## src/hdl/code128_b_c_encoder_core_macros.svh

```systemverilog
// Assertion macros for the Code 128 set B/C encoder.
// Used by the top level; the macros expect clk_i and rst_ni in scope.
`ifndef CODE128_B_C_ENCODER_CORE_MACROS_SVH
`define CODE128_B_C_ENCODER_CORE_MACROS_SVH

// Consequent must hold in the same cycle as the antecedent.
`define CB_ASSERT_NOW(lbl, ante, cons, msg) \
  lbl: assert property (@(posedge clk_i) disable iff (!rst_ni) (ante) |-> (cons)) \
    else $error(msg);

// Consequent must hold in the cycle after the antecedent.
`define CB_ASSERT_NEXT(lbl, ante, cons, msg) \
  lbl: assert property (@(posedge clk_i) disable iff (!rst_ni) (ante) |=> (cons)) \
    else $error(msg);

`endif

```

## src/hdl/cb_pkg.sv

```systemverilog
// Shared types, constants and the symbol pattern table of the Code 128 encoder.
// No dependencies.
`timescale 1ns / 1ps

package cb_pkg;

  localparam int MAX_CHARS = 100;
  localparam int CNT_W     = 7;
  localparam int ADDR_W    = 7;
  localparam int SYM_W     = 7;
  localparam int DIG_W     = 4;
  localparam int PAT_W     = 21;

  localparam logic [SYM_W-1:0] SYM_TO_C    = 7'd99;
  localparam logic [SYM_W-1:0] SYM_TO_B    = 7'd100;
  localparam logic [SYM_W-1:0] SYM_START_B = 7'd104;
  localparam logic [SYM_W-1:0] SYM_START_C = 7'd105;
  localparam logic [SYM_W-1:0] SYM_STOP    = 7'd106;
  localparam logic [SYM_W-1:0] SYM_DIGIT0  = 7'd16;
  localparam logic [SYM_W-1:0] CKS_MOD     = 7'd103;

  // Reciprocal of the checksum modulus, scaled by two to the CKS_SHIFT.
  localparam int CKS_SHIFT = 20;
  localparam logic [13:0] CKS_RECIP = 14'd10180;

  typedef enum logic [1:0] {
    CMD_DIG,
    CMD_CHR,
    CMD_OVF
  } cmd_kind_e;

  typedef enum logic [1:0] {
    SET_IDLE,
    SET_B,
    SET_C
  } code_set_e;

  // One classified character handed from the front end to the back end.
  typedef struct packed {
    cmd_kind_e        kind;
    logic [SYM_W-1:0] val;
    logic             last;
  } cmd_t;

  // Widths w1..w7 as octal digits, w1 most significant.
  localparam logic [PAT_W-1:0] PATTERNS [107] = '{
    21'o2122220, 21'o2221220, 21'o2222210, 21'o1212230, 21'o1213220, 21'o1312220,
    21'o1222130, 21'o1223120, 21'o1322120, 21'o2212130, 21'o2213120, 21'o2312120,
    21'o1122320, 21'o1221320, 21'o1222310, 21'o1132220, 21'o1231220, 21'o1232210,
    21'o2232110, 21'o2211320, 21'o2212310, 21'o2132120, 21'o2231120, 21'o3121310,
    21'o3112220, 21'o3211220, 21'o3212210, 21'o3122120, 21'o3221120, 21'o3222110,
    21'o2121230, 21'o2123210, 21'o2321210, 21'o1113230, 21'o1311230, 21'o1313210,
    21'o1123130, 21'o1321130, 21'o1323110, 21'o2113130, 21'o2311130, 21'o2313110,
    21'o1121330, 21'o1123310, 21'o1321310, 21'o1131230, 21'o1133210, 21'o1331210,
    21'o3131210, 21'o2113310, 21'o2311310, 21'o2131130, 21'o2133110, 21'o2131310,
    21'o3111230, 21'o3113210, 21'o3311210, 21'o3121130, 21'o3123110, 21'o3321110,
    21'o3141110, 21'o2214110, 21'o4311110, 21'o1112240, 21'o1114220, 21'o1211240,
    21'o1214210, 21'o1411220, 21'o1412210, 21'o1122140, 21'o1124120, 21'o1221140,
    21'o1224110, 21'o1421120, 21'o1422110, 21'o2412110, 21'o2211140, 21'o4131110,
    21'o2411120, 21'o1341110, 21'o1112420, 21'o1211420, 21'o1212410, 21'o1142120,
    21'o1241120, 21'o1242110, 21'o4112120, 21'o4211120, 21'o4212110, 21'o2121410,
    21'o2141210, 21'o4121210, 21'o1111430, 21'o1113410, 21'o1311410, 21'o1141130,
    21'o1143110, 21'o4111130, 21'o4113110, 21'o1131410, 21'o1141310, 21'o3111410,
    21'o4111310, 21'o2114120, 21'o2112140, 21'o2112320, 21'o2331112
  };

  function automatic logic [PAT_W-1:0] cb_widths(input logic [SYM_W-1:0] sym);
    logic [PAT_W-1:0] pat;
    pat = '0;
    if (sym <= SYM_STOP) begin
      pat = PATTERNS[sym];
    end
    return pat;
  endfunction

endpackage

```

## src/hdl/cb_front.sv

```systemverilog
// Front end: accepts characters, classifies them and tracks the message length.
// Depends on cb_pkg.
`timescale 1ns / 1ps

module cb_front (
  input  logic                     clk_i,
  input  logic                     rst_ni,
  input  logic                     in_valid_i,
  output logic                     in_stall_o,
  input  logic [7:0]               char_code_i,
  input  logic                     last_char_i,
  input  logic                     q_full_i,
  output logic                     q_push_o,
  output cb_pkg::cmd_t             q_cmd_o
);

  logic [cb_pkg::CNT_W-1:0] cnt_q, cnt_d;
  logic                     ovf_q, ovf_d;
  logic                     acc;

  assign in_stall_o = q_full_i;
  assign acc        = in_valid_i && !q_full_i;

  always_comb begin
    cnt_d         = cnt_q;
    ovf_d         = ovf_q;
    q_push_o      = 1'b0;
    q_cmd_o.kind  = cb_pkg::CMD_CHR;
    q_cmd_o.last  = last_char_i;
    q_cmd_o.val   = '0;
    if (char_code_i >= 8'd48 && char_code_i <= 8'd57) begin
      q_cmd_o.kind = cb_pkg::CMD_DIG;
      q_cmd_o.val  = 7'(char_code_i - 8'd48);
    end else if (char_code_i >= 8'd32 && char_code_i <= 8'd126) begin
      q_cmd_o.val  = 7'(char_code_i - 8'd32);
    end
    if (acc) begin
      if (ovf_q) begin
        // Abandoned message: swallow characters until the last one.
        if (last_char_i) begin
          ovf_d = 1'b0;
          cnt_d = '0;
        end
      end else if (cnt_q == cb_pkg::CNT_W'(cb_pkg::MAX_CHARS)) begin
        q_push_o     = 1'b1;
        q_cmd_o.kind = cb_pkg::CMD_OVF;
        if (last_char_i) begin
          cnt_d = '0;
        end else begin
          ovf_d = 1'b1;
        end
      end else begin
        q_push_o = 1'b1;
        cnt_d    = last_char_i ? '0 : cnt_q + 1'b1;
      end
    end
  end

  always_ff @(posedge clk_i or negedge rst_ni) begin
    if (!rst_ni) begin
      cnt_q <= '0;
      ovf_q <= 1'b0;
    end else begin
      cnt_q <= cnt_d;
      ovf_q <= ovf_d;
    end
  end

endmodule

```

## src/hdl/cb_queue.sv

```systemverilog
// Two-entry command queue between the front end and the back end.
// Depends on cb_pkg.
`timescale 1ns / 1ps

module cb_queue (
  input  logic         clk_i,
  input  logic         rst_ni,
  input  logic         push_i,
  input  cb_pkg::cmd_t cmd_i,
  output logic         full_o,
  output logic         valid_o,
  output cb_pkg::cmd_t cmd_o,
  input  logic         pop_i
);

  cb_pkg::cmd_t ent_q [2];
  logic         wp_q, rp_q;
  logic [1:0]   cnt_q;
  logic         do_push, do_pop;

  assign full_o  = cnt_q == 2'd2;
  assign valid_o = cnt_q != 2'd0;
  assign cmd_o   = ent_q[rp_q];
  assign do_push = push_i && !full_o;
  assign do_pop  = pop_i && valid_o;

  always_ff @(posedge clk_i) begin
    if (do_push) begin
      ent_q[wp_q] <= cmd_i;
    end
  end

  always_ff @(posedge clk_i or negedge rst_ni) begin
    if (!rst_ni) begin
      wp_q  <= 1'b0;
      rp_q  <= 1'b0;
      cnt_q <= '0;
    end else begin
      if (do_push) wp_q <= ~wp_q;
      if (do_pop)  rp_q <= ~rp_q;
      cnt_q <= 2'(cnt_q + {1'b0, do_push} - {1'b0, do_pop});
    end
  end

endmodule

```

## src/hdl/cb_cksum.sv

```systemverilog
// Pipelined weighted checksum modulo 103, one symbol per cycle.
// Depends on cb_pkg.
`timescale 1ns / 1ps

module cb_cksum (
  input  logic                     clk_i,
  input  logic                     rst_ni,
  input  logic                     push_i,
  input  logic [cb_pkg::SYM_W-1:0] sym_i,
  input  logic [cb_pkg::SYM_W-1:0] pos_i,
  input  logic                     clear_i,
  output logic [cb_pkg::SYM_W-1:0] sum_o,
  output logic                     busy_o
);

  logic [cb_pkg::SYM_W-1:0] vm, w, wm;
  logic [13:0]              p_q, p2_q;
  logic [cb_pkg::SYM_W-1:0] q_q;
  logic [27:0]              prod;
  logic                     v1_q, v2_q;
  logic [13:0]              r;
  logic [cb_pkg::SYM_W-1:0] r7;
  logic [7:0]               s;
  logic [cb_pkg::SYM_W-1:0] sum_q, sum_d;

  // Reduced operands and weight, then the quotient estimate, remainder and sum.
  always_comb begin
    vm   = (sym_i >= cb_pkg::CKS_MOD) ? sym_i - cb_pkg::CKS_MOD : sym_i;
    w    = (pos_i == '0) ? 7'd1 : pos_i;
    wm   = (w >= cb_pkg::CKS_MOD) ? w - cb_pkg::CKS_MOD : w;
    prod = 28'(p_q) * 28'(cb_pkg::CKS_RECIP);
    // Quotient estimate is low by at most one, so one subtract corrects it.
    r    = p2_q - 14'(q_q) * 14'(cb_pkg::CKS_MOD);
    r7   = (r >= 14'(cb_pkg::CKS_MOD)) ? 7'(r - 14'(cb_pkg::CKS_MOD)) : r[6:0];
    s    = {1'b0, sum_q} + {1'b0, r7};
    sum_d = (s >= 8'(cb_pkg::CKS_MOD)) ? 7'(s - 8'(cb_pkg::CKS_MOD)) : s[6:0];
  end

  always_ff @(posedge clk_i) begin
    p_q  <= 14'(vm) * 14'(wm);
    p2_q <= p_q;
    q_q  <= prod[cb_pkg::CKS_SHIFT +: cb_pkg::SYM_W];
  end

  always_ff @(posedge clk_i or negedge rst_ni) begin
    if (!rst_ni) begin
      v1_q  <= 1'b0;
      v2_q  <= 1'b0;
      sum_q <= '0;
    end else if (clear_i) begin
      v1_q  <= 1'b0;
      v2_q  <= 1'b0;
      sum_q <= '0;
    end else begin
      v1_q <= push_i;
      v2_q <= v1_q;
      if (v2_q) sum_q <= sum_d;
    end
  end

  assign sum_o  = sum_q;
  assign busy_o = v1_q || v2_q;

endmodule

```

## src/hdl/cb_back.sv

```systemverilog
// Back end: digit store, symbol sequencer and output register.
// Depends on cb_pkg and cb_cksum.
`timescale 1ns / 1ps

module cb_back (
  input  logic                     clk_i,
  input  logic                     rst_ni,
  input  logic                     cmd_valid_i,
  input  cb_pkg::cmd_t             cmd_i,
  output logic                     cmd_pop_o,
  output logic                     out_valid_o,
  input  logic                     out_stall_i,
  output logic [cb_pkg::SYM_W-1:0] symbol_value_o,
  output logic [cb_pkg::PAT_W-1:0] widths_o,
  output logic                     last_symbol_o,
  output logic                     overflow_error_o
);

  localparam logic [3:0] S_IDLE = 4'd0;
  localparam logic [3:0] S_FS   = 4'd1;
  localparam logic [3:0] S_SWC  = 4'd2;
  localparam logic [3:0] S_PRD  = 4'd3;
  localparam logic [3:0] S_PEM  = 4'd4;
  localparam logic [3:0] S_BRD  = 4'd5;
  localparam logic [3:0] S_BSW  = 4'd6;
  localparam logic [3:0] S_BEM  = 4'd7;
  localparam logic [3:0] S_AF   = 4'd8;
  localparam logic [3:0] S_CK   = 4'd9;
  localparam logic [3:0] S_STP  = 4'd10;
  localparam logic [3:0] S_OVF  = 4'd11;

  logic [3:0]                state_q, state_d;
  cb_pkg::code_set_e         set_q, set_d;
  logic [cb_pkg::SYM_W-1:0]  pos_q, pos_d;
  logic [cb_pkg::CNT_W-1:0]  run_q, run_d;
  logic [cb_pkg::ADDR_W-1:0] idx_q, idx_d;
  logic [cb_pkg::SYM_W-1:0]  cval_q, cval_d;
  logic                      last_q, last_d;
  logic                      is_chr_q, is_chr_d;
  logic                      chr_ph_q, chr_ph_d;

  logic [cb_pkg::DIG_W-1:0]  mem [cb_pkg::MAX_CHARS];
  logic [cb_pkg::DIG_W-1:0]  rd0_q, rd1_q;
  logic                      we, rd_en;
  logic [cb_pkg::ADDR_W-1:0] ra0, ra1;

  logic                      emit, emit_ovf, clear_all, out_free;
  logic [cb_pkg::SYM_W-1:0]  emit_sym, bval;
  logic [cb_pkg::SYM_W-1:0]  cks_sum;
  logic                      cks_busy;

  logic                      ov_q;
  logic [cb_pkg::SYM_W-1:0]  sym_q;
  logic [cb_pkg::PAT_W-1:0]  wid_q;
  logic                      lst_q, ovf_q;

  assign out_free = !ov_q || !out_stall_i;
  assign bval = chr_ph_q ? cval_q : cb_pkg::SYM_DIGIT0 + {3'b000, rd0_q};

  always_comb begin
    state_d   = state_q;
    set_d     = set_q;
    pos_d     = pos_q;
    run_d     = run_q;
    idx_d     = idx_q;
    cval_d    = cval_q;
    last_d    = last_q;
    is_chr_d  = is_chr_q;
    chr_ph_d  = chr_ph_q;
    cmd_pop_o = 1'b0;
    we        = 1'b0;
    rd_en     = 1'b0;
    ra0       = idx_q;
    ra1       = 7'(idx_q + 7'd1);
    emit      = 1'b0;
    emit_ovf  = 1'b0;
    emit_sym  = '0;
    clear_all = 1'b0;
    case (state_q)
      S_IDLE: begin
        if (cmd_valid_i) begin
          cmd_pop_o = 1'b1;
          last_d    = cmd_i.last;
          cval_d    = cmd_i.val;
          is_chr_d  = 1'b0;
          case (cmd_i.kind)
            cb_pkg::CMD_DIG: begin
              if (run_q < cb_pkg::CNT_W'(cb_pkg::MAX_CHARS)) begin
                we    = 1'b1;
                run_d = run_q + 1'b1;
              end
              if (cmd_i.last) state_d = S_FS;
            end
            cb_pkg::CMD_CHR: begin
              is_chr_d = 1'b1;
              state_d  = S_FS;
            end
            cb_pkg::CMD_OVF: state_d = S_OVF;
            default: state_d = S_IDLE;
          endcase
        end
      end
      S_FS: begin
        idx_d = '0;
        if (run_q >= 7'd4) begin
          state_d = (set_q != cb_pkg::SET_C) ? S_SWC : S_PRD;
        end else if (run_q != '0) begin
          state_d = S_BRD;
        end else begin
          state_d = S_AF;
        end
      end
      S_SWC: begin
        if (out_free) begin
          emit     = 1'b1;
          emit_sym = (set_q == cb_pkg::SET_IDLE) ? cb_pkg::SYM_START_C : cb_pkg::SYM_TO_C;
          set_d    = cb_pkg::SET_C;
          state_d  = S_PRD;
        end
      end
      S_PRD: begin
        rd_en   = 1'b1;
        state_d = S_PEM;
      end
      S_PEM: begin
        if (out_free) begin
          emit     = 1'b1;
          emit_sym = 7'({3'b000, rd0_q} * 7'd10) + {3'b000, rd1_q};
          idx_d    = 7'(idx_q + 7'd2);
          if (7'(idx_q + 7'd3) < run_q) begin
            state_d = S_PRD;
          end else if (7'(idx_q + 7'd2) < run_q) begin
            state_d = S_BRD;
          end else begin
            state_d = S_AF;
          end
        end
      end
      S_BRD: begin
        rd_en   = 1'b1;
        state_d = S_BSW;
      end
      S_BSW: begin
        if (set_q == cb_pkg::SET_B) begin
          state_d = S_BEM;
        end else if (out_free) begin
          emit     = 1'b1;
          emit_sym = (set_q == cb_pkg::SET_IDLE) ? cb_pkg::SYM_START_B : cb_pkg::SYM_TO_B;
          set_d    = cb_pkg::SET_B;
          state_d  = S_BEM;
        end
      end
      S_BEM: begin
        if (out_free) begin
          emit     = 1'b1;
          emit_sym = bval;
          if (chr_ph_q) begin
            chr_ph_d = 1'b0;
            state_d  = last_q ? S_CK : S_IDLE;
          end else begin
            idx_d   = 7'(idx_q + 7'd1);
            state_d = (7'(idx_q + 7'd1) < run_q) ? S_BRD : S_AF;
          end
        end
      end
      S_AF: begin
        run_d = '0;
        if (is_chr_q) begin
          chr_ph_d = 1'b1;
          state_d  = S_BSW;
        end else begin
          state_d = S_CK;
        end
      end
      S_CK: begin
        // Wait for the checksum pipeline to take in every earlier symbol.
        if (!cks_busy && out_free) begin
          emit     = 1'b1;
          emit_sym = cks_sum;
          state_d  = S_STP;
        end
      end
      S_STP: begin
        if (out_free) begin
          emit      = 1'b1;
          emit_sym  = cb_pkg::SYM_STOP;
          clear_all = 1'b1;
          state_d   = S_IDLE;
        end
      end
      S_OVF: begin
        if (out_free) begin
          emit      = 1'b1;
          emit_ovf  = 1'b1;
          clear_all = 1'b1;
          state_d   = S_IDLE;
        end
      end
      default: state_d = S_IDLE;
    endcase
    if (emit && !emit_ovf) begin
      pos_d = pos_q + 1'b1;
    end
    if (clear_all) begin
      set_d    = cb_pkg::SET_IDLE;
      pos_d    = '0;
      run_d    = '0;
      chr_ph_d = 1'b0;
    end
  end

  always_ff @(posedge clk_i) begin
    if (we) begin
      mem[run_q] <= cmd_i.val[cb_pkg::DIG_W-1:0];
    end
    if (rd_en) begin
      rd0_q <= mem[ra0];
      rd1_q <= mem[ra1];
    end
  end

  cb_cksum u_cksum (
    .clk_i   (clk_i),
    .rst_ni  (rst_ni),
    .push_i  (emit && !emit_ovf),
    .sym_i   (emit_sym),
    .pos_i   (pos_q),
    .clear_i (clear_all),
    .sum_o   (cks_sum),
    .busy_o  (cks_busy)
  );

  // The overflow result is registered with a zero symbol value.
  always_ff @(posedge clk_i) begin
    if (emit) begin
      sym_q <= emit_sym;
      wid_q <= emit_ovf ? '0 : cb_pkg::cb_widths(emit_sym);
      lst_q <= emit_ovf || (emit_sym == cb_pkg::SYM_STOP);
      ovf_q <= emit_ovf;
    end
  end

  always_ff @(posedge clk_i or negedge rst_ni) begin
    if (!rst_ni) begin
      state_q  <= S_IDLE;
      set_q    <= cb_pkg::SET_IDLE;
      pos_q    <= '0;
      run_q    <= '0;
      idx_q    <= '0;
      cval_q   <= '0;
      last_q   <= 1'b0;
      is_chr_q <= 1'b0;
      chr_ph_q <= 1'b0;
      ov_q     <= 1'b0;
    end else begin
      state_q  <= state_d;
      set_q    <= set_d;
      pos_q    <= pos_d;
      run_q    <= run_d;
      idx_q    <= idx_d;
      cval_q   <= cval_d;
      last_q   <= last_d;
      is_chr_q <= is_chr_d;
      chr_ph_q <= chr_ph_d;
      if (emit) begin
        ov_q <= 1'b1;
      end else if (!out_stall_i) begin
        ov_q <= 1'b0;
      end
    end
  end

  assign out_valid_o      = ov_q;
  assign symbol_value_o   = sym_q;
  assign widths_o         = wid_q;
  assign last_symbol_o    = lst_q;
  assign overflow_error_o = ovf_q;

endmodule

```

## src/hdl/code128_b_c_encoder_core.sv

```systemverilog
// Code 128 encoder (code sets B and C), top level.
// Depends on cb_pkg, cb_front, cb_queue, cb_back, cb_cksum and the macros header.
`timescale 1ns / 1ps

// The block takes one Latin-1 character per input transaction, with a flag on
// the final character of a message, and returns a stream of Code 128 symbols,
// each with its bar and space widths in modules. Printable characters go out
// in code set B; a byte below 32 or above 126 goes out as a space. Digits are
// held in an internal store until the run ends: a run of four or more becomes
// code set C pairs, with an odd final digit sent in set B. Start and
// code-switch symbols are inserted as needed, and the last character is
// followed by the modulo 103 checksum symbol and the stop symbol, whose width_7
// is the final two-module bar. A message longer than 100 characters ends in a
// single result with overflow_error and last_symbol set and all widths zero;
// characters after it are dropped up to and including the one marked last.
// Flow: the front end passes each accepted character into a two-entry command
// queue, so input is stalled only when that queue is full. A non-digit passes
// through S_FS, S_AF, S_BSW and S_BEM; a start or switch symbol into set B is
// sent in S_BSW, while a switch into set C takes its own state, S_SWC. A held
// digit run is read from the digit store with a registered read: each set C
// pair passes through S_PRD and S_PEM, each set B digit through S_BRD, S_BSW
// and S_BEM. The end of a message waits in S_CK while the checksum pipeline
// drains, then sends the checksum and stop symbols. A stalled output holds
// every emitting state. The output register lets the back end finish one
// symbol while the previous one waits to be taken.

`include "code128_b_c_encoder_core_macros.svh"

module code128_b_c_encoder_core (
  input  logic       clk_i,
  input  logic       rst_ni,
  input  logic       in_valid_i,
  output logic       in_stall_o,
  input  logic [7:0] char_code_i,
  input  logic       last_char_i,
  output logic       out_valid_o,
  input  logic       out_stall_i,
  output logic [6:0] symbol_value_o,
  output logic [2:0] width_1_o,
  output logic [2:0] width_2_o,
  output logic [2:0] width_3_o,
  output logic [2:0] width_4_o,
  output logic [2:0] width_5_o,
  output logic [2:0] width_6_o,
  output logic [2:0] width_7_o,
  output logic       last_symbol_o,
  output logic       overflow_error_o
);

  logic                     q_full, q_push, q_valid, q_pop;
  cb_pkg::cmd_t             q_in, q_out;
  logic [cb_pkg::PAT_W-1:0] widths;

  // Front end: classification and message length tracking.
  cb_front u_front (
    .clk_i       (clk_i),
    .rst_ni      (rst_ni),
    .in_valid_i  (in_valid_i),
    .in_stall_o  (in_stall_o),
    .char_code_i (char_code_i),
    .last_char_i (last_char_i),
    .q_full_i    (q_full),
    .q_push_o    (q_push),
    .q_cmd_o     (q_in)
  );

  // Decouples character intake from symbol generation.
  cb_queue u_queue (
    .clk_i   (clk_i),
    .rst_ni  (rst_ni),
    .push_i  (q_push),
    .cmd_i   (q_in),
    .full_o  (q_full),
    .valid_o (q_valid),
    .cmd_o   (q_out),
    .pop_i   (q_pop)
  );

  // Back end: digit store, symbol sequencing, checksum and output register.
  cb_back u_back (
    .clk_i            (clk_i),
    .rst_ni           (rst_ni),
    .cmd_valid_i      (q_valid),
    .cmd_i            (q_out),
    .cmd_pop_o        (q_pop),
    .out_valid_o      (out_valid_o),
    .out_stall_i      (out_stall_i),
    .symbol_value_o   (symbol_value_o),
    .widths_o         (widths),
    .last_symbol_o    (last_symbol_o),
    .overflow_error_o (overflow_error_o)
  );

  // The widths are packed with width_1 in the most significant digit.
  assign width_1_o = widths[20:18];
  assign width_2_o = widths[17:15];
  assign width_3_o = widths[14:12];
  assign width_4_o = widths[11:9];
  assign width_5_o = widths[8:6];
  assign width_6_o = widths[5:3];
  assign width_7_o = widths[2:0];

  // An overflow result carries no symbol and closes the message.
  `CB_ASSERT_NOW(a_ovf_shape, out_valid_o && overflow_error_o, last_symbol_o && symbol_value_o == 7'd0 && width_1_o == 3'd0, "overflow result malformed")
  // Only the stop symbol has a trailing bar, and only it ends a normal message.
  `CB_ASSERT_NOW(a_stop_bar, out_valid_o && !overflow_error_o, (symbol_value_o == 7'd106) == (width_7_o == 3'd2) && last_symbol_o == (symbol_value_o == 7'd106), "stop bar mismatch")
  // A finished message is never followed at once by another closing result.
  `CB_ASSERT_NEXT(a_end_gap, out_valid_o && last_symbol_o && !out_stall_i, !(out_valid_o && last_symbol_o), "back-to-back message ends")

endmodule
```

## config.mk

```make
export PLATFORM = sky130hd
export DESIGN_NAME = code128_b_c_encoder_core
export DESIGN_NICKNAME = d
export VERILOG_FILES = /design/src/hdl/cb_pkg.sv /design/src/hdl/cb_front.sv /design/src/hdl/cb_queue.sv /design/src/hdl/cb_cksum.sv /design/src/hdl/cb_back.sv /design/src/hdl/code128_b_c_encoder_core.sv
export VERILOG_INCLUDE_DIRS = /design/src /design/src/hdl
export SDC_FILE = /design/constraint.sdc
export NUM_CORES = 1
export LEC_CHECK = 0
export BUFFER_PORTS_ARGS = -buffer_cell sky130_fd_sc_hd__buf_2
export CAP_MARGIN = 20
export CORE_MARGIN = 4
export CORE_UTILIZATION = 35
export DETAILED_ROUTE_END_ITERATION = 10
export GPL_ROUTABILITY_DRIVEN = 0
export PLACE_DENSITY = 0.52
export SLEW_MARGIN = 20
export SYNTH_ARGS = -nofsm -noshare
export SYNTH_HDL_FRONTEND = slang
export SYNTH_HIERARCHICAL = 1
export SYNTH_SLANG_ARGS = --single-unit
```

## constraint.sdc

```tcl
create_clock -name clk_i -period 14.2 [get_ports clk_i]
set_clock_uncertainty 0.2 [all_clocks]
set_input_delay 1.42 -clock clk_i [delete_from_list [all_inputs] [get_ports clk_i]]
set_output_delay 1.42 -clock clk_i [all_outputs]
set_load 0.02 [all_outputs]
```

# Yosys cells after proc, flatten, opt, wreduce, memory -nomap -nowiden
# Memory sizes are Yosys's and may differ from the RTL's. A register that Yosys moved wholly into a read port is not among the register bits.
# Cells that the tools add are included.
[classes]
addsub = 18
n_mul = 4
n_lt_le_gt_ge = 14
n_eq_ne = 36
mux = 95
bitwise = 4
reduce_logical = 37
[ops]
columns = ["op", "n"]
rows = [
  ["$mux 7", 30],
  ["$mux 4", 19],
  ["$pmux 4 s11", 1],
  ["$pmux 7 s6", 1],
  ["$mux 1", 31],
  ["$add 7x1->7 const B", 4],
  ["$sub 7x7->7 const B", 4],
  ["$mul 14x12->25 const B", 1],
  ["$lt 7x7->1", 3],
  ["$pmux 7 s3", 1],
  ["$ne 3x1->1 const B", 6],
  ["$eq 4x3->1 const B", 4],
  ["$eq 4x4->1 const B", 4],
  ["$ge 8x6->1 const B", 2],
  ["$add 7x2->7 const B", 2],
  ["$eq 7x7->1 const B", 2],
  ["$ge 14x7->1 const B", 1],
  ["$ge 7x7->1 const B", 2],
  ["$mul 7x7->14", 1],
  ["$mul 7x7->14 const B", 1],
  ["$mux 2", 7],
  ["$pmux 7 s2", 1],
  ["$sub 14x14->14", 1],
  ["$sub 7x6->7 const B", 2],
  ["other kinds (40)", 77],
]
[word_totals]
register_bits = 103
ram_bits = 420
romBits = 2688
elab_cells = 235
mem_count = 3
[memory_table]
columns = ["name", "depth", "width", "read_ports", "rd_ports_with_merged_regs", "write_ports", "line", "text"]
rows = [
  ["(no name shown)", 128, 21, 1, 1, 0, "cb_pkg.sv:71", "pat = PATTERNS[sym];"],
  ["u_back.mem", 100, 4, 2, 2, 1, "cb_back.sv:42", "logic [cb_pkg::DIG_W-1:0] mem [cb_pkg::MAX_CHARS];"],
  ["u_queue.ent_q", 2, 10, 1, 0, 1, "cb_queue.sv:16", "cb_pkg::cmd_t ent_q [2];"],
]

# Logic depth before layout (Yosys ltp)
# Gate-level depths: netlist of run 1.
[logic_depth]
ltp_word = 9
ltp_mapped = 32
depth_no_buf = 30

# Modules after synthesis
# Netlist of run 1, hierarchy kept.
[by_module_without_submodules]
columns = ["mod", "instances", "cells_per_inst", "area_per_inst_um2", "seq_area_each_um2"]
rows = [
  ["cb_back", 1, 1854, 25584.5, 14043.5],
  ["cb_cksum", 1, 802, 7649.8, 925.9],
  ["cb_queue", 1, 49, 923.4, 700.7],
  ["cb_front", 1, 76, 643.1, 200.2],
]

# Least setup slack after synthesis of run 1
# Ideal clock, no wire load.
[synth_path]
path_type = "input to register"
from = "input port out_stall_i"
to = "register u_back.u_cksum.p_q[13]"
setup_ps = 120
arrival_time_ps = 7197
path_slack_ps = 6683
stages = 23
path_buffers = 3
path_cell_list = "and2_1 > clkbuf_1 > a21o_1 > inv_1 > clkbuf_1 > clkbuf_1 > and3_1 > or3_1 > a21oi_1 > or3_1 > xnor2_1 > nand2_1 > fa_1 > inv_1 > fa_1 > fa_1 > fa_1 > ha_1 > a21oi_1 > a21oi_1 > a2111oi_0 > a21oi_1 > xnor2_1"
[synth_between]
elab_chain_len = 8
[synth_rtl]
columns = ["element", "line", "text"]
rows = [
  ["start, declared", "code128_b_c_encoder_core.sv:37", "input logic out_stall_i,"],
  ["$logic_not 1->1 (*)", "cb_back.sv:57", "assign out_free = !ov_q || !out_stall_i;"],
  ["$logic_or 1x1->1 (*)", "cb_back.sv:57", ""],
  ["$mux 7 or $logic_and 1x1->1 (tied branches)", "cb_back.sv:146, cb_back.sv:177", ""],
  ["$mux 7, on equally long branches", "cb_back.sv:144, cb_back.sv:177", ""],
  ["$pmux 7 s6 (*)", "cb_back.sv:79", "case (state_q)"],
  ["named net u_back.emit_sym (one bit)", "cb_back.sv:48", "logic [cb_pkg::SYM_W-1:0] emit_sym, bval;"],
  ["$sub 7x7->7 or $ge 7x7->1 (tied branches)", "cb_cksum.sv:28", "vm = (sym_i >= cb_pkg::CKS_MOD) ? sym_i - cb_pkg::CKS_MOD : sym_i;"],
  ["$mux 7 (*)", "cb_cksum.sv:28", ""],
  ["$mul 7x7->14 (*)", "cb_cksum.sv:40", "p_q <= 14'(vm) * 14'(wm);"],
  ["end signal, assigned", "cb_cksum.sv:40", ""],
  ["end, declared", "cb_cksum.sv:17", "logic [13:0] p_q, p2_q;"],
]
# Mark *: on every way through the listed nets, which the timed path passes. The rest lies on a longest branch.
# A chain may end at the register's enable or synchronous reset.

# Worst setup path after layout of run 1
[layout_path]
from = "register u_back.state_q[0]"
to = "register u_back.u_cksum.p_q[13]"
[layout_between]
elab_chain_len = 5
[layout_rtl]
columns = ["element", "line", "text"]
rows = [
  ["start, declared", "cb_back.sv:32", "logic [3:0] state_q, state_d;"],
  ["start signal, assigned", "cb_back.sv:256", "state_q <= state_d;"],
  ["$eq 4x4->1 (tied with other cells)", "cb_back.sv:79", ""],
  ["$pmux 7 s6 (*)", "cb_back.sv:79", ""],
  ["$sub 7x7->7 or $ge 7x7->1 (tied branches)", "cb_cksum.sv:28", ""],
  ["$mux 7 (*)", "cb_cksum.sv:28", ""],
  ["$mul 7x7->14 (*)", "cb_cksum.sv:40", ""],
]
# Every way passes the cells marked *; elsewhere a longest branch is shown, timed or not.

==> flow_summary_export.csv, run 1 <==
group,metric,value,unit
grt,grt_first_pass_wirelength,146,mm
floorplan,placementRows,115,
worst_setup_path,crit_path_end,"u_back/u_cksum/p_q[13]",
drt,drt_drc_violations_left,0,
floorplan,floorplan.initialDensity,35.3,%
logic_synthesis,synthMuxAreaShare,16.2,%
worst_setup_path,timing_worst_setup_path_type,"flip-flop to flip-flop",
logic_synthesis,synth-main-ff-cell,"edfxtp_1",
logic_synthesis,yosys.area_share.simple,9.46,%
logic_synthesis,async_flop_share,10.7,%
grt,grt_overflow,0,
floorplan,die_width,323,um
clock_tree,clk_pin_slew_worst_paths,60,ps
timing,worst_hold_slack,288,ps
logic_synthesis,combinational_family_with_the_most_area_after_synthesis,"multiplexers",
timing,report.final.setup_viol,0,
drt,detail_route.wl_per_cell,23.2,um
clock_tree,clockRootBuffer,"clkbuf_16",
drt,dr.pass1.iters,6,
clock_tree,clk_path_buf_depth,3,
worst_setup_path,crit_path_top_delay_cell,"nor4b_2",
timing,worst_slew_margin_rel,17.7,%
cells_and_area,flow.area_growth_from_synthesis,9.97,%
drt,via_count,23500,
cells_and_area,layout.core_utilization,38.8,%
cells_and_area,drive_above_1_share,16.4,%
logic_synthesis,compound_cell_area_share_of_the_yosys_netlist,9.44,%
worst_setup_path,critPathCaptureType,"flip-flop",
worst_setup_path,max_stage_delay,960,ps
timing,layout_min_cycle_time,8390,ps
logic_synthesis,synthesis.instances,2781,
logic_synthesis,yosysTopAreaCell,"edfxtp_1",
clock_tree,postCtsResizedCells,0,
placed_design,hpwl,65.7,mm
timing,final.setup.tns,0,ps
worst_setup_path,crit-reg2reg-capture,"u_back/u_cksum/p_q[13]",
worst_setup_path,worstPathCellList,"nor4b_2 > and2_0 > mux2i_1 > a31o_2 > inv_2 > nand2_1 > nor2_1 > nand2_1 > xnor2_1 > nand2_1 > fa_1 > inv_1 > fa_1 > fa_1 > fa_1 > ha_1 > a21oi_1 > a21oi_1 > a2111oi_0 > a21oi_1 > xnor2_1",
grt,grt_start_max_net_pins,102,
timing,final-hold-violation-count,0,
timing,layout_setup_ws,5810,ps
timing,timing.final.crit_share,59.1,%
logic_synthesis,yosys-top-cells-area,"edfxtp_1 (39%), mux4_2 (13%), ha_1 (7.2%), fa_1 (5.9%), dfrtp_1 (4.2%)",
grt,vias_in_the_first_global_route,23800,
cells_and_area,multi_input_comb_area,0.0175,mm2
clock_tree,cts_tree,"built",
grt,grtUsageTotal,18.1,%
worst_setup_path,ff2ff_setup_slack,5810,ps
worst_setup_path,worst_setup_path_startpoint,"u_back/state_q[0]",
logic_synthesis,synth_xor_area_share,1.89,%
drt,drt-vias-per-instance,5.75,
logic_synthesis,post_synthesis_instance_area,0.0348,mm2
logic_synthesis,synthesis.area_per_instance,12.5,um2
drt,drt.antenna.violating_nets,0,
clock_tree,holdBufCountCts,0,
clock_tree,cts_setup_buffers,0,
floorplan,num_io_pins,45,
timing,rsz_0062_raised_after_global_routing,"false",
clock_tree,numCtsBuffers,58,
worst_setup_path,cp_arrival,8710,ps
worst_setup_path,worst_path_required_time,14510,ps
timing,drv_slew,0,
clock_tree,cts_num_sinks,550,
cells_and_area,antenna_cells,0,
timing,max_freq,119,MHz
logic_synthesis,post_synth_edffs,456,
worst_setup_path,critPathLaunchType,"flip-flop",
placed_design,port-buffer-count,42,
placed_design,dpl_worst_slack,5790,ps
worst_setup_path,crit-reg2reg-launch,"u_back/state_q[0]",
grt,initial_antenna_violation_count,1,
worst_setup_path,critical_path.max_fanout,39,
cells_and_area,num-nets-final,3072,
logic_synthesis,synth_seq_cells,550,
drt,drt-initial-drc-count,2324,
worst_setup_path,critPathMostFrequentCell,"fa_1",
worst_setup_path,r2r.worst_path.cells,21,
timing,tightest_slew,1200,ps
logic_synthesis,synthAdderAreaFrac,13.0,%
logic_synthesis,synth_largest_type_area_fraction,39.3,%
drt,postRouteWirelength,94.9,mm
min_path,min-delay-path-class,"flip-flop to flip-flop",
logic_synthesis,number_of_different_library_cells_in_the_post_synthesis_netlist,113,
floorplan,die_height,323,um
logic_synthesis,yosysWarnings,6,
logic_synthesis,seq_area_frac_synth,45.6,%
cells_and_area,filler_cell_count,9264,
floorplan,floorplan.core_area,0.0986,mm2
floorplan,floorplan.die_area,0.105,mm2
clock_tree,h-tree-depth,2,
outcome,outcome,"finished, final reports clean",
flow_run,cap_viol_max_count,0,
clock_tree,clkLatencyLatePin,630,ps
cells_and_area,layout.area.seq,0.0159,mm2
worst min path at each step:
stage / start / endpoint / depth (start not counted)
2_1_floorplan: u_back/u_cksum/p_q[12] / u_back/u_cksum/p2_q[12] / 0
6_report: u_back/u_cksum/v1_q / u_back/u_cksum/v2_q / 1
4_1_cts: u_back/u_cksum/v1_q / u_back/u_cksum/v2_q / 1
5_1_grt: u_back/u_cksum/v1_q / u_back/u_cksum/v2_q / 1
3_5_place_dp: u_back/u_cksum/v1_q / u_back/u_cksum/v2_q / 1
3_3_place_gp: u_back/u_cksum/v1_q / u_back/u_cksum/v2_q / 1
logic make-up after synthesis:
family	Yosys count
buf+inv	375
compound gates	480
mux	304
flops	550
simple gates	695
other cells	1
xor+xnor	75
fa+ha+maj	301
Yosys cell counts (all sizes together) (7+ instances only):
cell type	number
edfxtp	456
nor2	220
inv	205
mux4	204
ha	199
nand2	199
o21ai	116
a21oi	105
fa	102
clkbuf	101
mux2i	81
nand3	64
buf	62
dfrtp	59
nor3	52
xnor2	50
dfxtp	35
o22ai	29
xor2	25
a211oi	24
nand2b	23
nor2b	23
o211ai	23
or3	23
a21o	20
a31oi	19
mux2	19
nand4	18
a2111oi	17
and2	17
and3	15
o21a	15
a311oi	11
nor4	11
o221ai	11
a21boi	10
a221oi	10
o31ai	9
clkinv	7
through the flow:
step,instance area [um2],instances
after detailed placement,36200,3985
after CTS,38300,4093
after global placement,36200,3985
final,38300,4093
after global routing,38300,4093
after floorplan,34800,2782
cells in the final DEF (no fill, tap or decap), types with 42 or more instances in the layout:
cell	Yosys	layout
a21oi_1	101	99
buf_2	36	42
clkbuf_16	0	61
dfrtp_1	59	56
edfxtp_1	456	456
fa_1	102	102
ha_1	199	198
inv_1	203	203
mux2i_1	81	81
mux4_2	204	204
nand2_1	196	196
nand3_1	64	63
nor2_1	219	219
nor3_1	50	50
o21ai_0	107	107
xnor2_1	50	49
cell type report:
type / instances / area share, %
Multi-Input combinational cell: 1857 / 45.6
Timing Repair Buffer: 79 / 1.28
Tap cell: 1287 / 4.21
Clock buffer: 73 / 4.19
Sequential cell: 550 / 41.5
Clock inverter: 35 / 1.11
Inverter: 212 / 2.09
critical path, delay by kind of cell, from the launching register on:
kind | cells | cell delay, ps
xor+xnor | 2 | 690
mux | 1 | 140
compound gates | 5 | 1580
simple gates | 6 | 1990
buf+inv | 2 | 650
flops | 1 | 690
fa+ha+maj | 5 | 2260
per-layer routing:
metal	up-vias	share of wire (%)	track usage [%]
met5	-	0	0
met4	0	2.6	4.73
met3	157	7.2	2.90
met2	958	47	29.8
met1	12000	43	25.2
li1	10400	-	-
sequential cells by signal, summed over array words and instances (netlist names), 2 cells and up:
name	count
u_back/set_q	2
u_back/mem	400
u_back/widths_o	19
u_back/u_cksum/p2_q	14
u_back/state_q	4
u_back/u_cksum/q_q	7
u_back/symbol_value_o	7
u_back/idx_q	7
u_queue/cnt_q	2
u_back/run_q	7
u_queue/ent_q	20
u_back/pos_q	7
u_back/u_cksum/sum_o	7
u_back/rd0_q	4
u_front/cnt_q	7
u_back/cval_q	7
u_back/rd1_q	4
u_back/u_cksum/p_q	14
Power of run 1 is left out: the tool's default activity adds up to more than one toggle a clock period on the data nets, which glitch-free logic cannot reach.
==> inputs of run 2 (changes only) <==
Settings changed: PLACE_DENSITY 0.52 to 0.54.
Clock period 14.2 ns to 6.9 ns, I/O delays scaled along.
==> flow_summary_export.csv, run 2 (synthesis results as in run 1) <==
group,metric,value,unit
timing,report.final.setup_viol,0,
clock_tree,clkLatencyLatePin,670,ps
clock_tree,cts_num_sinks,550,
drt,dr.pass1.iters,6,
timing,drv_slew,0,
drt,via_count,23800,
outcome,outcome,"finished, final reports clean",
timing,layout_min_cycle_time,6690,ps
floorplan,num_io_pins,45,
floorplan,placementRows,115,
placed_design,port-buffer-count,42,
placed_design,dpl_worst_slack,63.9,ps
worst_setup_path,critical_path.max_fanout,6,
cells_and_area,drive_above_1_share,18.8,%
grt,grt_first_pass_wirelength,147,mm
drt,drt_drc_violations_left,0,
clock_tree,cts_tree,"built",
timing,rsz_0062_raised_after_global_routing,"true",
cells_and_area,most-common-layout-cells,"edfxtp_1 (456), nor2_1 (219), mux4_2 (204)",
clock_tree,clk_path_buf_depth,3,
floorplan,floorplan.die_area,0.105,mm2
drt,drt-initial-drc-count,2405,
cells_and_area,antenna_cells,0,
worst_setup_path,crit_path_top_delay_cell,"fa_1",
cells_and_area,flip_flop_count_of_the_largest_register_all_copies_and_words_added,400,
clock_tree,clk_pin_slew_worst_paths,70,ps
clock_tree,numCtsBuffers,57,
cells_and_area,final_common_cell,"edfxtp_1",
flow_run,cap_viol_max_count,0,
timing,layout_setup_ws,207,ps
cells_and_area,final_cell_count_no_fill,4140,
clock_tree,clockRootBuffer,"clkbuf_16",
floorplan,floorplan.core_area,0.0986,mm2
cells_and_area,num-nets-final,3118,
floorplan,die_height,323,um
worst_setup_path,max_stage_delay,550,ps
worst_setup_path,critPathCaptureType,"flip-flop",
cells_and_area,flow.area_growth_from_synthesis,11.8,%
timing,final-hold-violation-count,0,
timing,max_freq,149,MHz
cells_and_area,largest_register,"u_back/mem",
worst_setup_path,critPathLaunchType,"flip-flop",
grt,grt_overflow,0,
drt,postRouteWirelength,94.8,mm
grt,initial_antenna_violation_count,0,
floorplan,floorplan.initialDensity,35.3,%
drt,drt-vias-per-instance,5.74,
placed_design,hpwl,64.4,mm
grt,grt_start_max_net_pins,149,
floorplan,die_width,323,um
worst_setup_path,cp_arrival,7000,ps
timing,timing.final.crit_share,97.0,%
drt,detail_route.wl_per_cell,22.9,um
timing,worst_slew_margin_rel,26.4,%
min_path,min-delay-path-class,"input pin to flip-flop",
worst_setup_path,worst_path_required_time,7210,ps
worst_setup_path,timing_worst_setup_path_type,"flip-flop to flip-flop",
drt,drt.antenna.violating_nets,0,
cells_and_area,layout.core_utilization,39.5,%
timing,tightest_slew,1100,ps
grt,grtUsageTotal,18.0,%
grt,vias_in_the_first_global_route,24100,
placed_design,numPlacedInstances,4021,
clock_tree,h-tree-depth,2,
## run 2: cell types whose count changed in the layout (fill, tap and decap cells not counted), moves of 3 or more
cell | previous run | this run
ha_1 | 198 | 188
dfxtp_1 | 35 | 31
ha_4 | 1 | 7
fa_1 | 102 | 99
a21oi_1 | 99 | 91
dfxtp_2 | 0 | 3
fa_2 | 0 | 3
bufinv_16 | 7 | 11
ha_2 | 0 | 4
buf_4 | 37 | 79
a21oi_2 | 4 | 12
clkbuf_16 | 61 | 58
## run 2: layer usage
| layer | global-route usage (%) | routed length [um] |
|---|---|---|
| met5 | 0 | 0 |
| met1 | 24.8 | 39700 |
| met3 | 2.23 | 6780 |
| met4 | 5.91 | 3530 |
| met2 | 29.7 | 44800 |
## run 2: final cells by class
type / instances / area (um2)
Clock inverter: 43 / 562
Fill cell: 9201 / 59700
Clock buffer: 65 / 1490
Tap cell: 1287 / 1610
Timing Repair Buffer: 126 / 892
Multi-Input combinational cell: 1857 / 17700
Inverter: 212 / 801
Sequential cell: 550 / 15900
## run 2: path summary, 6_finish.rpt
kind | cells past startpoint | endpoint | slack (ps) | from
max in group asynchronous | 3 | u_back/idx_q[0] | 5310 | rst_ni
worst max-delay path | 27 | u_back/u_cksum/sum_o[5] | 210 | u_back/u_cksum/q_q[3]
worst max register to register | 27 | u_back/u_cksum/sum_o[5] | 210 | u_back/u_cksum/q_q[3]
min in group asynchronous | 3 | u_front/cnt_q[0] | 530 | rst_ni
worst min register to register | 2 | u_back/cval_q[0] | 290 | u_back/cval_q[0]
worst min-delay path | 1 | u_queue/ent_q[1][0] | 140 | last_char_i
## run 2: worst max-delay path, delay by kind of cell, from the launching register on
family                   cells  cell delay, ps
adder cells (fa/ha/maj)      7            2500
AO/OA/AOI/OAI                7            1550
AND/OR/NAND/NOR              6            1160
XOR/XNOR                     2             430
flip-flops                   1             370
buffers and inverters        5             350
## run 2: repair_timing
| item | in CTS | in global routing |
|---|---|---|
| hold endpoints to repair | 1 | 0 |
| setup endpoints to repair | 1 | 11 |
| buffers inserted | 0 | 9 |
| resized for setup | 1 | 35 |
| hold buffers | 1 | 0 |
| gates cloned | 0 | 0 |
| pin swaps | 0 | 17 |
## run 2: stage by stage
step	hold slack [ps]	instance area [um2]	TNS (ps)
after floorplan	194	34800	0
after global placement	277	36500	0
after detailed placement	270	36500	0
after CTS	138	38600	0
after global routing	128	38900	-66.7
final	143	38900	0
Power of run 2 is left out for the same reason.
